==> src/rtl/pkvc_pkg.sv <==
// Shared types and codes for the paged key/value cache page table.
// No dependencies; imported by every RTL module of the block.
package pkvc_pkg;

  typedef enum logic [1:0] {
    OP_WRITE  = 2'd0,
    OP_READ   = 2'd1,
    OP_FREE   = 2'd2,
    OP_IGNORE = 2'd3
  } pkvc_op_t;

  typedef enum logic [2:0] {
    STAT_HIT     = 3'd0,
    STAT_ALLOC   = 3'd1,
    STAT_RD_MISS = 3'd2,
    STAT_NO_PAGE = 3'd3,
    STAT_FREED   = 3'd4
  } pkvc_status_t;

  typedef enum logic {
    REG_HEADS      = 1'b0,
    REG_HEAD_WIDTH = 1'b1
  } pkvc_reg_t;

  typedef enum logic [2:0] {
    S_IDLE,
    S_DIV,
    S_MUL,
    S_SUM,
    S_OFS,
    S_SCAN,
    S_OUT
  } pkvc_state_t;

  typedef struct packed {
    logic [1:0]  opcode;
    logic [7:0]  sequence_req;
    logic [15:0] position;
    logic [6:0]  layer;
    logic        val_half;
  } pkvc_in_t;

  typedef struct packed {
    logic [5:0]  page_id;
    logic [27:0] element_offset;
    logic [2:0]  status;
    logic [6:0]  freed_count;
  } pkvc_out_t;

  // Scan token handed from cell to cell.
  typedef struct packed {
    logic valid;
    logic found;
  } pkvc_tok_t;

endpackage

==> src/rtl/pkvc_cell.sv <==
// One page table entry of the scan chain: in-use flag, owner and page number.
// Depends on pkvc_pkg for the opcode and token types.
module pkvc_cell
  import pkvc_pkg::*;
#(
  parameter int IDX = 0,
  parameter int IW  = 6,
  parameter int PNW = 12
) (
  input  logic            clk,
  input  logic            rst_n,
  input  pkvc_tok_t       tok_in,
  input  logic [IW-1:0]   hidx_in,
  input  pkvc_op_t        op,
  input  logic [7:0]      seq,
  input  logic [PNW-1:0]  pnum,
  input  logic            wr_en,
  input  logic [IW-1:0]   wr_idx,
  output pkvc_tok_t       tok_out,
  output logic [IW-1:0]   hidx_out,
  output logic            freed
);

  logic           use_r;
  logic [7:0]     own_r;
  logic [PNW-1:0] pn_r;
  pkvc_tok_t      tok_r, tok_nxt;
  logic [IW-1:0]  hidx_r, hidx_nxt;
  logic           freed_r, freed_nxt;
  logic           seq_match, page_match, first_hit, wr_hit;

  assign seq_match  = use_r && (own_r == seq);
  assign page_match = seq_match && (pn_r == pnum);
  assign first_hit  = tok_in.valid && !tok_in.found && (op != OP_FREE) && page_match;
  assign wr_hit     = wr_en && (wr_idx == IW'(IDX));

  always_comb begin
    tok_nxt.valid = tok_in.valid;
    tok_nxt.found = tok_in.found || first_hit;
    hidx_nxt      = first_hit ? IW'(IDX) : hidx_in;
    freed_nxt     = tok_in.valid && (op == OP_FREE) && seq_match;
  end

  always_ff @(posedge clk) begin
    if (!rst_n) begin
      use_r   <= 1'b0;
      tok_r   <= '0;
      freed_r <= 1'b0;
    end else begin
      tok_r   <= tok_nxt;
      freed_r <= freed_nxt;
      if (wr_hit) begin
        use_r <= 1'b1;
      end else if (freed_nxt) begin
        use_r <= 1'b0;
      end
    end
  end

  always_ff @(posedge clk) begin
    hidx_r <= hidx_nxt;
    if (wr_hit) begin
      own_r <= seq;
      pn_r  <= pnum;
    end
  end

  assign tok_out  = tok_r;
  assign hidx_out = hidx_r;
  assign freed    = freed_r;

endmodule

==> src/rtl/pkvc_free_stack.sv <==
// Free-page stack with a registered top-of-stack read.
// Entries below the low-water mark were never written and read as their index.
module pkvc_free_stack
  import pkvc_pkg::*;
#(
  parameter  int DEPTH = 64,
  localparam int IW    = $clog2(DEPTH),
  localparam int CW    = $clog2(DEPTH + 1)
) (
  input  logic          clk,
  input  logic          rst_n,
  input  logic          push,
  input  logic [IW-1:0] push_idx,
  input  logic          pop,
  output logic [IW-1:0] top,
  output logic          empty
);

  logic [IW-1:0] stk_mem_r [DEPTH];
  logic [CW-1:0] fc_r;
  logic [CW-1:0] lw_r;
  logic [CW-1:0] fc_m1;
  logic [IW-1:0] rd_data_r;
  logic          low_r;

  assign fc_m1 = fc_r - CW'(1);

  always_ff @(posedge clk) begin
    if (!rst_n) begin
      fc_r <= CW'(DEPTH);
      lw_r <= CW'(DEPTH);
    end else if (pop) begin
      fc_r <= fc_m1;
      if (fc_m1 < lw_r) begin
        lw_r <= fc_m1;
      end
    end else if (push && (fc_r < CW'(DEPTH))) begin
      fc_r <= fc_r + CW'(1);
    end
  end

  always_ff @(posedge clk) begin
    if (push && (fc_r < CW'(DEPTH))) begin
      stk_mem_r[fc_r[IW-1:0]] <= push_idx;
    end
    rd_data_r <= stk_mem_r[fc_m1[IW-1:0]];
    low_r     <= (fc_m1 < lw_r);
  end

  assign top   = low_r ? fc_m1[IW-1:0] : rd_data_r;
  assign empty = (fc_r == '0);

endmodule

==> src/rtl/paged_kv_cache_page_table.sv <==
// Paged key/value cache page table: top level with the scan chain of page cells.
// Depends on pkvc_pkg, pkvc_cell and pkvc_free_stack.
//
// Usage: a request enters on in_valid/in_stall carrying an opcode, a sequence,
// a token position, a layer and the key/value select. Write requests look up
// the page of (sequence, position / PAGE_TOKENS) and allocate one from the free
// stack on a miss; read requests only look up; free requests release every
// page of the sequence in ascending page index. Each request gives one result
// on out_valid/out_stall. Opcode 3 is taken and dropped with no result.
// The configuration port (cfg_we, cfg_index, cfg_data) sets heads and
// head_width; write it only while no request is in flight.
// Flow: after acceptance the block steps through the slot split and the offset
// products in S_DIV, S_MUL, S_SUM and S_OFS, then a token walks the chain of
// MAX_PAGES cells, one cell per cycle, and the result waits in res_r until the
// output register is free. out_valid rises as the result is loaded; only then
// is the next request taken, so the block handles one request at a time.
// Reset empties the table and fills the free stack; no clearing pass is run.
// If the receiver stalls, the finished result waits in the output register
// while the block accepts one more request and holds its result after the scan.
module paged_kv_cache_page_table
  import pkvc_pkg::*;
#(
  parameter int MAX_PAGES   = 64,
  parameter int PAGE_TOKENS = 16
) (
  input  logic      clk,
  input  logic      rst_n,
  input  logic      in_valid,
  output logic      in_stall,
  input  pkvc_in_t  in_data,
  output logic      out_valid,
  input  logic      out_stall,
  output pkvc_out_t out_data,
  input  logic      cfg_we,
  input  pkvc_reg_t cfg_index,
  input  logic [8:0] cfg_data
);

  // Widths that follow from the parameters.
  localparam int IW  = $clog2(MAX_PAGES);
  localparam int FCW = $clog2(MAX_PAGES + 1);
  localparam int PNW = $clog2(65535 / PAGE_TOKENS + 1);
  // Reciprocal of PAGE_TOKENS scaled by 2^24; exact for every 16-bit position.
  localparam logic [24:0] RECIP = 25'((2 ** 24 + PAGE_TOKENS - 1) / PAGE_TOKENS);

  pkvc_state_t state_r, state_nxt;
  pkvc_in_t    req_r;
  pkvc_op_t    cur_op;
  logic        acc;
  logic        start_scan;
  logic        scan_on;
  logic        load_out;

  // Configuration registers and their product.
  logic [7:0]  heads_r;
  logic [8:0]  hw_r;
  logic [16:0] s_r;
  logic [16:0] s_prod;

  // Slot split and offset datapath.
  logic [40:0]    recip_prod;
  logic [16:0]    u_prod;
  logic [PNW+8:0] qpt_prod;
  logic [16:0]    t_sum;
  logic [32:0]    off_prod;
  logic [PNW-1:0] q_r;
  logic [15:0]    u_r;
  logic [15:0]    qpt_r;
  logic [15:0]    t_r;
  logic [27:0]    off_r;

  // Scan chain.
  pkvc_tok_t      tok_chain  [MAX_PAGES+1];
  logic [IW-1:0]  hidx_chain [MAX_PAGES+1];
  logic [MAX_PAGES-1:0] freed_vec;
  logic           any_freed;
  logic           done;
  logic           found;
  logic [IW-1:0]  idx_r;
  logic [FCW-1:0] freed_cnt_r;
  logic [FCW-1:0] freed_cnt_nxt;

  // Free stack and allocation.
  logic [IW-1:0]  stk_top;
  logic           stk_empty;
  logic           wr_en;

  // Result staging.
  pkvc_out_t res_r, res_nxt;
  pkvc_out_t out_r;
  logic      out_valid_r;

  assign cur_op = pkvc_op_t'(req_r.opcode);
  assign acc    = in_valid && !in_stall;

  // ---------------------------------------------------------------------------
  // Control: next state.
  // ---------------------------------------------------------------------------
  always_comb begin
    state_nxt = state_r;
    unique case (state_r)
      S_IDLE: begin
        if (acc && (pkvc_op_t'(in_data.opcode) != OP_IGNORE)) begin
          state_nxt = S_DIV;
        end
      end
      S_DIV:  state_nxt = S_MUL;
      S_MUL:  state_nxt = S_SUM;
      S_SUM:  state_nxt = S_OFS;
      S_OFS:  state_nxt = S_SCAN;
      S_SCAN: begin
        if (done) begin
          state_nxt = S_OUT;
        end
      end
      S_OUT: begin
        if (!out_valid_r || !out_stall) begin
          state_nxt = S_IDLE;
        end
      end
      default: state_nxt = S_IDLE;
    endcase
  end

  // Control: outputs of the state machine.
  always_comb begin
    in_stall   = 1'b1;
    start_scan = 1'b0;
    scan_on    = 1'b0;
    load_out   = 1'b0;
    unique case (state_r)
      S_IDLE: in_stall = 1'b0;
      S_OFS:  start_scan = 1'b1;
      S_SCAN: scan_on = 1'b1;
      S_OUT:  load_out = !out_valid_r || !out_stall;
      default: ;
    endcase
  end

  always_ff @(posedge clk) begin
    if (!rst_n) begin
      state_r <= S_IDLE;
    end else begin
      state_r <= state_nxt;
    end
  end

  // ---------------------------------------------------------------------------
  // Configuration. The product of heads and head_width is kept registered in s_r;
  // it settles well before any request uses it.
  // ---------------------------------------------------------------------------
  always_ff @(posedge clk) begin
    if (!rst_n) begin
      heads_r <= 8'd1;
      hw_r    <= 9'd1;
    end else if (cfg_we) begin
      unique case (cfg_index)
        REG_HEADS:      heads_r <= cfg_data[7:0];
        REG_HEAD_WIDTH: hw_r    <= cfg_data;
        default: ;
      endcase
    end
  end

  assign s_prod = 17'(heads_r) * 17'(hw_r);

  always_ff @(posedge clk) begin
    s_r <= s_prod;
  end

  // ---------------------------------------------------------------------------
  // Slot split and offset. The offset is S * (PAGE_TOKENS * (2*layer + val_half)
  // + slot), where S = heads * head_width and slot = position - page * PAGE_TOKENS.
  // The inner term always fits in 16 bits; the product wraps to 28 bits.
  // ---------------------------------------------------------------------------
  assign recip_prod = 41'(req_r.position) * 41'(RECIP);
  assign u_prod     = 17'({req_r.layer, req_r.val_half}) * 17'(PAGE_TOKENS);
  assign qpt_prod   = (PNW + 9)'(q_r) * (PNW + 9)'(PAGE_TOKENS);
  assign t_sum      = 17'(u_r) + 17'(req_r.position) - 17'(qpt_r);
  assign off_prod   = 33'(s_r) * 33'(t_r);

  always_ff @(posedge clk) begin
    if (acc) begin
      req_r <= in_data;
    end
    if (state_r == S_DIV) begin
      q_r <= recip_prod[24 +: PNW];
      u_r <= u_prod[15:0];
    end
    if (state_r == S_MUL) begin
      qpt_r <= qpt_prod[15:0];
    end
    if (state_r == S_SUM) begin
      t_r <= t_sum[15:0];
    end
    if (state_r == S_OFS) begin
      off_r <= off_prod[27:0];
    end
  end

  // ---------------------------------------------------------------------------
  // Scan chain. A token enters cell 0 in S_OFS, as the offset is registered,
  // and moves one cell per cycle. Each cell checks itself against the request;
  // the first matching cell stamps its index into the token, so the lowest
  // index wins. On a free request each matching cell clears itself and raises
  // a strobe; since only one cell holds the token at a time, at most one strobe
  // is high, and idx_r names the cell that raised it.
  // ---------------------------------------------------------------------------
  assign tok_chain[0].valid = start_scan;
  assign tok_chain[0].found = 1'b0;
  assign hidx_chain[0]      = '0;

  for (genvar g = 0; g < MAX_PAGES; g++) begin : g_cell
    pkvc_cell #(
      .IDX (g),
      .IW  (IW),
      .PNW (PNW)
    ) u_cell (
      .clk      (clk),
      .rst_n    (rst_n),
      .tok_in   (tok_chain[g]),
      .hidx_in  (hidx_chain[g]),
      .op       (cur_op),
      .seq      (req_r.sequence_req),
      .pnum     (q_r),
      .wr_en    (wr_en),
      .wr_idx   (stk_top),
      .tok_out  (tok_chain[g+1]),
      .hidx_out (hidx_chain[g+1]),
      .freed    (freed_vec[g])
    );
  end

  assign any_freed     = |freed_vec;
  assign done          = tok_chain[MAX_PAGES].valid;
  assign found         = tok_chain[MAX_PAGES].found;
  assign freed_cnt_nxt = freed_cnt_r + FCW'(any_freed);

  always_ff @(posedge clk) begin
    if (!rst_n) begin
      idx_r       <= '0;
      freed_cnt_r <= '0;
    end else if (start_scan) begin
      idx_r       <= '0;
      freed_cnt_r <= '0;
    end else if (scan_on) begin
      idx_r       <= idx_r + IW'(1);
      freed_cnt_r <= freed_cnt_nxt;
    end
  end

  // ---------------------------------------------------------------------------
  // Free stack. Freed pages are pushed as the token passes them; on a write
  // miss the top page is popped and written into its cell when the scan ends.
  // ---------------------------------------------------------------------------
  assign wr_en = done && (cur_op == OP_WRITE) && !found && !stk_empty;

  pkvc_free_stack #(
    .DEPTH (MAX_PAGES)
  ) u_stack (
    .clk      (clk),
    .rst_n    (rst_n),
    .push     (scan_on && any_freed),
    .push_idx (idx_r),
    .pop      (wr_en),
    .top      (stk_top),
    .empty    (stk_empty)
  );

  // ---------------------------------------------------------------------------
  // Result. Built when the token leaves the last cell, held in res_r and moved
  // into the output register once that register is free.
  // ---------------------------------------------------------------------------
  always_comb begin
    res_nxt = '0;
    if (cur_op == OP_FREE) begin
      res_nxt.status      = STAT_FREED;
      res_nxt.freed_count = 7'(freed_cnt_nxt);
    end else if (found) begin
      res_nxt.status         = STAT_HIT;
      res_nxt.page_id        = 6'(hidx_chain[MAX_PAGES]);
      res_nxt.element_offset = off_r;
    end else if (cur_op == OP_READ) begin
      res_nxt.status = STAT_RD_MISS;
    end else if (stk_empty) begin
      res_nxt.status = STAT_NO_PAGE;
    end else begin
      res_nxt.status         = STAT_ALLOC;
      res_nxt.page_id        = 6'(stk_top);
      res_nxt.element_offset = off_r;
    end
  end

  always_ff @(posedge clk) begin
    if (scan_on && done) begin
      res_r <= res_nxt;
    end
    if (load_out) begin
      out_r <= res_r;
    end
  end

  always_ff @(posedge clk) begin
    if (!rst_n) begin
      out_valid_r <= 1'b0;
    end else if (load_out) begin
      out_valid_r <= 1'b1;
    end else if (!out_stall) begin
      out_valid_r <= 1'b0;
    end
  end

  assign out_valid = out_valid_r;
  assign out_data  = out_r;

endmodule

==> config.mk <==
export PLATFORM = sky130hd
export DESIGN_NAME = paged_kv_cache_page_table
export DESIGN_NICKNAME = d
export VERILOG_FILES = /design/src/rtl/pkvc_pkg.sv /design/src/rtl/pkvc_cell.sv /design/src/rtl/pkvc_free_stack.sv /design/src/rtl/paged_kv_cache_page_table.sv
export SDC_FILE = /design/constraint.sdc
export NUM_CORES = 2
export LEC_CHECK = 0
export BUFFER_PORTS_ARGS = -buffer_cell sky130_fd_sc_hd__clkbuf_2
export CAP_MARGIN = 40
export CORE_MARGIN = 2
export CORE_UTILIZATION = 40
export CTS_BUF_LIST = sky130_fd_sc_hd__clkbuf_16
export DETAILED_ROUTE_END_ITERATION = 10
export HOLD_SLACK_MARGIN = 0.12
export PLACE_DENSITY = 0.54
export SETUP_SLACK_MARGIN = 0.3
export SLEW_MARGIN = 5
export SYNTH_ARGS = -nofsm -noshare
export SYNTH_HDL_FRONTEND = slang
export SYNTH_SLANG_ARGS = --single-unit
export TNS_END_PERCENT = 50
==> constraint.sdc <==
create_clock -name clk -period 8.08 [get_ports clk]
set_clock_uncertainty 0.15 [all_clocks]
set_input_delay 0.404 -clock clk [delete_from_list [all_inputs] [get_ports clk]]
set_output_delay 0.404 -clock clk [all_outputs]
set_load 0.005 [all_outputs]
* Word level (Yosys, flattened, before mapping)
Memories as Yosys holds them, arrays and structs flattened. A register that Yosys moved wholly into a read port is not among the register bits. Cells that the tools add are included.
Storage, ports and cells: register bits after elaboration 2178, memories 1, logic and storage cells 1571, input bits 49, RAM bits 384, output and inout bits 46
Memory list:
- u_stack.stk_mem_r | depth 64, width 6, read ports 1, clocked after memory_dff 1, write ports 1, RTL line pkvc_free_stack.sv:19 | logic [IW-1:0] stk_mem_r [DEPTH];
Operators by class: multiply operators 2, reductions and logical operators 727, order comparisons 2, add/sub/neg operators 6, equal/unequal tests 205, muxes and demuxes 149, bitwise logic cells 2
Operator list (count):
- equality test 12 bit | 64
- logical AND 1 bit | 519
- equality test 8 bit | 64
- equality test 6 bit (second input constant) | 32
- two-way mux 1 bit | 137
- nonzero test 2 bit | 65
- equality test 6 x 5 -> 1 bit (second input constant) | 16
- two-way mux 34 bit | 2
- zero test 1 bit | 67
- logical OR 1 bit | 64
- OR reduction 64 bit | 1
- equality test 6 x 4 -> 1 bit (second input constant) | 8
- two-way mux 37 bit | 1
- multiplier 17 x 16 -> 28 bit | 1
- equality test 6 x 3 -> 1 bit (second input constant) | 4
- case mux 3 bit (7 select lines) | 1
- multiplier 8 x 9 -> 17 bit | 1
- adder 12 x 16 -> 16 bit | 1
- subtractor 16 bit | 1
- two-way mux 7 bit | 2
- equality test 6 x 2 -> 1 bit (second input constant) | 2
- equality test 3 bit (second input constant) | 3
- two-way mux 3 bit | 3
- adder 7 x 1 -> 7 bit | 1
- 23 further kinds | 33

* Depth between registers and ports, before layout
depth in word-level cells 6, depth in mapped cells 22

* Hierarchy
A second synthesis with hierarchy kept.
Unflattened totals: cells, all modules 7935, area, all modules 112477.9 sq um
Modules (own cells, without submodules):
- paged_kv_cache_page_table | instances 1, cells each 1825, area each 19703.9 sq um
- pkvc_free_stack | instances 1, cells each 880, area each 16365.7 sq um
- pkvc_cell at g_cell[12].u_cell ... | instances 10, cells each 82, area each 1211.2 sq um
- pkvc_cell at g_cell[23].u_cell ... | instances 8, cells each 82, area each 1187.4 sq um
- pkvc_cell at g_cell[21].u_cell ... | instances 8, cells each 81, area each 1182.4 sq um
- pkvc_cell at g_cell[11].u_cell ... | instances 8, cells each 80, area each 1179.9 sq um
- pkvc_cell at g_cell[10].u_cell ... | instances 4, cells each 82, area each 1206.2 sq um
- pkvc_cell at g_cell[1].u_cell ... | instances 4, cells each 83, area each 1206.2 sq um
- pkvc_cell at g_cell[55].u_cell ... | instances 4, cells each 83, area each 1193.6 sq um
- pkvc_cell at g_cell[53].u_cell ... | instances 4, cells each 81, area each 1188.6 sq um
- pkvc_cell at g_cell[19].u_cell ... | instances 4, cells each 81, area each 1179.9 sq um
- pkvc_cell at g_cell[16].u_cell ... | instances 2, cells each 83, area each 1227.4 sq um
- pkvc_cell at g_cell[31].u_cell ... | instances 2, cells each 83, area each 1192.4 sq um
- pkvc_cell at g_cell[51].u_cell ... | instances 2, cells each 82, area each 1184.9 sq um
- 4 more rows

* Worst setup path after synthesis
Ideal clock, no wire load.
path kind flip-flop to flip-flop, start point reg t_r[7], end point reg off_r[21], data pin, library setup time 262 ps, arrival 5408 ps, path slack 2260 ps, required time 7668 ps, cell stages (with the launch flop) 22, clock period less this slack 5820 ps, cell sequence edfxtp_1 clkbuf_1 clkbuf_1 nand2_1 fa_1 inv_1 fa_1 inv_1 fa_1 inv_1 fa_1 fa_1 inv_1 fa_1 inv_1 ha_1 a211oi_1 o21ai_0 a21oi_1 a21boi_0 o21bai_1 xor2_1
Between the ends: longest elaborated chain between the ends 1
RTL lines:
- start, declared | RTL line paged_kv_cache_page_table.sv:69 | logic [15:0] t_r;
- start signal, assigned | RTL line paged_kv_cache_page_table.sv:194 | t_r <= t_sum[15:0];
- multiplier 17 x 16 -> 28 bit | RTL line paged_kv_cache_page_table.sv:180 | assign off_prod = 33'(s_r) * 33'(t_r);
- via off_prod[21] | RTL line paged_kv_cache_page_table.sv:65 | logic [32:0] off_prod;
- end signal, assigned | RTL line paged_kv_cache_page_table.sv:197 | off_r <= off_prod[27:0];
- end, declared | RTL line paged_kv_cache_page_table.sv:70 | logic [27:0] off_r;
The timed path passes the listed nets, and every way through them passes these cells. A chain may end at the register's enable or synchronous reset.

* Worst setup path in the final report
start point reg t_r[1], end point reg off_r[23], data pin
Same word-level chain as after synthesis.

==> flow_summary.ini <==
[logic_synthesis]
synth_ff_type = edfxtp_1
syn_area_per_cell_um2 = 14.47
synth_cells = 7302
syn_area_um2 = 105700
async_flop_share_pct = 0
seq_area_frac_synth_pct = 65.20
synth_edf_count = 1862
synth_top_area_cell = edfxtp_1
ys_types = 70
syn_nets = 7749
synthMuxAreaShare_pct = 2.594
synth_common_cells = edfxtp_1, xnor2_1, dfxtp_1
synth-simple-area-share_pct = 9.511
synthXorXnorAreaFrac_pct = 11.24
yosysMostFrequentCell = edfxtp_1
synth-adder-area-share_pct = 6.487
synth.area.top_cells = edfxtp_1, dfxtp_1, xnor2_1, fa_1, xor2_1
synth_compound_gate_area_share_pct = 2.327
ys_warn_count = 0
ys_ff_latch = 2511
synth_top_family_by_area = XOR/XNOR gates
synth_top_area_share_pct = 52.90

[drt]
initialDrtViolationCount = 3730
route.vias.total = 56550
drtAntennaViolNets = 0
avgViaCountPerCell = 4.970
wl_um = 245200
route.detailed.wl_per_inst_um = 21.55
first_pass_iters = 7
drc = 0

[power_and_ir_drop]
vdd_drop_max_mv = 0.2396
internal_power_mw = 22.22
clockPowerShare_pct = 42.1
p_sw_share_pct = 23.59
p_per_area_nw_per_um2 = 239.9
power_frac_comb_pct = 9.5
p_seq_share_pct = 48.4
p_sw_mw = 6.857
totalPowerFinal_mw = 29.07
p_leak_nw = 42.25

[job]
timing.max_cap.violations = 0

[finish]
fin_nets = 8096
instances_no_fill = 11380
drive_above_1_share_pct = 10.74
area_delta_synth_final_pct = 14.66
regArea_um2 = 68920
fillCellCount = 23230
multi_input_area_um2 = 34200

[die]
initial_core_util_pct = 40.26
core.rowCount = 188
core_area_um2 = 262500
die_x_um = 518.0
die-area_um2 = 268400
die_h_um = 518.0
num_io_pins = 95

[cts]
ctsRootBufferMaster = clkbuf_16
clk_path_buf_depth = 4
cts_resized = 0
hold_buffers = 86
clkTransAtPathRegs_ps = 60
numCtsBuffers = 289
clock_latency_ps = 930
cts_tree = built
cts_setup_buffers = 0
clkSinkCount = 2511
cts_htree_levels = 5

[global_route]
grt_overflow = 0
grt_usage_pct = 18.23
antenna_found_initial = 10
grt_pass1_vias = 58830
grt_max_degree = 99
grt_pass1_wl_um = 374200

[placement]
gp_congestion = 0.8376
io_buffers = 94
dp.cells = 10790
dp_hpwl_um = 149900

[worst_setup_path]
critPathSlowestCell = edfxtp_1
arrival_ps = 6930
reg2reg_depth = 17
worst-path-max-fanout = 17
worstSetupPathType = flip-flop to flip-flop
path_cells = nand2_1, fa_1, fa_1, fa_1, fa_1, inv_1, fa_1, inv_1, fa_1, inv_1, ha_1, and3_1, nand3_1, a2111oi_0, o21ai_0, nor2b_1, xnor2_1
r2r_start = t_r[1]
worstSetupStartpointType = flip-flop
end_kind = flip-flop
required_ps = 8570
crit_path_frequent_cell = fa_1
r2r-end = off_r[23]
cpPeakStageDelay_ps = 770
r2r_slack_ps = 1650

[worst_hold_path]
hp-class = input port to flip-flop
hold_end = hw_r[4]
holdPathStages = 4
hold_start = cfg_data[4]

[sta]
slew_viol_final = 0
tightest_slew_ps = 928.8
layout_min_cycle_time_ps = 6435
fmax_ghz = 0.1554
slew_headroom_pct = 38.08
finalSetupTns_ps = 0
period_share_pct = 79.64
rsz0062_at_grt = no
setup_viol = 0
hold_viol_final = 0

[run_status]
status = complete, no violations
-- flip-flops by register name, indices dropped and copies added, names as in the netlist, 8 cells and up --
signal / cells
g_cell.u_cell.use_r: 64
u_r: 8
out_data: 44
req_r: 32
g_cell.u_cell.hidx_out: 321
s_r: 17
g_cell.u_cell.freed: 64
g_cell.u_cell.tok_out: 128
res_r: 44
g_cell.u_cell.own_r: 512
g_cell.u_cell.pn_r: 768
off_r: 28
q_r: 12
hw_r: 9
heads_r: 8
u_stack.stk_mem_r: 384
t_r: 16
qpt_r: 12
-- area by class of cell --
type | instances | share of cell area, %
Tap cell | 3515 | 3.629
Multi-Input combinational cell | 4093 | 28.22
Antenna cell | 4 | 0.008260
Timing Repair Buffer | 351 | 2.742
Sequential cell | 2511 | 56.87
Inverter | 403 | 1.250
Clock buffer | 298 | 6.154
Clock inverter | 204 | 1.124
-- cells by family after synthesis --
| family | after synthesis |
|---|---|
| AOI/OAI and AO/OA | 374 |
| xor gates and xnor gates | 1353 |
| adders and majority gates | 398 |
| buffers and inverters | 698 |
| DFF | 2511 |
| muxes | 123 |
| and+or+nand+nor | 1845 |
-- power by group through the flow --
| stage | sequential, mW | combinational, mW | clock (mW) |
|---|---|---|---|
| after CTS | 14.1 | 2.81 | 12.6 |
| after global routing | 14.1 | 3.14 | 13.1 |
| final | 14.1 | 2.77 | 12.2 |
| after floorplan | 14.3 | 1.91 | 0 |
| after detailed placement | 14.3 | 2.76 | 0 |
| after global placement | 14.3 | 2.74 | 0 |
-- critical path, delay by kind of cell (launching register included) --
| family | cells | cell delay [ps] |
|---|---|---|
| adder cells (fa/ha/maj) | 7 | 3450 |
| AO/OA/AOI/OAI | 2 | 870 |
| flip-flops | 1 | 770 |
| AND/OR/NAND/NOR | 4 | 650 |
| buffers and inverters | 3 | 140 |
| XOR/XNOR | 1 | 120 |
-- placed cells by master, fill, tap and decap left out, types with 9 or more instances in the layout --
cell type and n:
and3_1 22, xnor2_1 946, edfxtp_1 1862, nand2b_1 196, nor3_1 69, a211oi_1 11
clkbuf_2 93, nor4_1 216, nor2_2 45, nand2_1 304, and2_1 381, nor2_1 162
a21o_1 12, inv_1 474, nand4_1 204, nor2b_1 18, bufinv_16 17, xor2_1 404
mux4_2 118, buf_12 19, o21a_1 84, clkinv_2 33, o21ai_0 35, buf_4 88
or3_1 10, ha_1 146, nor2_4 9, buf_8 48, dfxtp_1 642, nand3_1 170
a21oi_1 116, fa_1 250, clkbuf_16 298, clkinv_1 60, dlygate4sd3_1 86, a21boi_0 60
-- stage by stage --
| step | worst slack [ps] | area, um2 | util (%) | hold slack [ps] |
|---|---|---|---|---|
| 6_report | 1645 | 121200 | 46.16 | 217.2 |
| 5_1_grt | 1267 | 121200 | 46.16 | 186.4 |
| 4_1_cts | 1583 | 121200 | 46.16 | 127.0 |
| 3_5_place_dp | 1600 | 111500 | 42.47 | 241.7 |
| 3_3_place_gp | 1572 | 110500 | 42.11 | 247.1 |
| 2_1_floorplan | 2260 | 105700 | - | 236.3 |
-- routing by layer --
layer	wire (um)	up-vias	global-route usage (%)	share of wire, %
met2	114400	1126	29.34	47
met5	27	-	0	0.011
met1	114800	28800	26.03	47
met4	4752	4	4.327	1.9
met3	11220	337	2.686	4.6
li1	-	26290	-	-
-- worst max path at each step --
stage / slack (ps) / startpoint / end / cells after the start
2_1_floorplan: 2260 / t_r[7] / off_r[21] / 21
3_3_place_gp: 1570 / s_r[11] / off_r[23] / 17
3_5_place_dp: 1600 / s_r[10] / off_r[23] / 17
4_1_cts: 1580 / s_r[10] / off_r[23] / 17
5_1_grt: 1270 / t_r[7] / off_r[25] / 20
6_report: 1650 / t_r[1] / off_r[23] / 17
No activity file was read; power rests on OpenSTA's default activity.
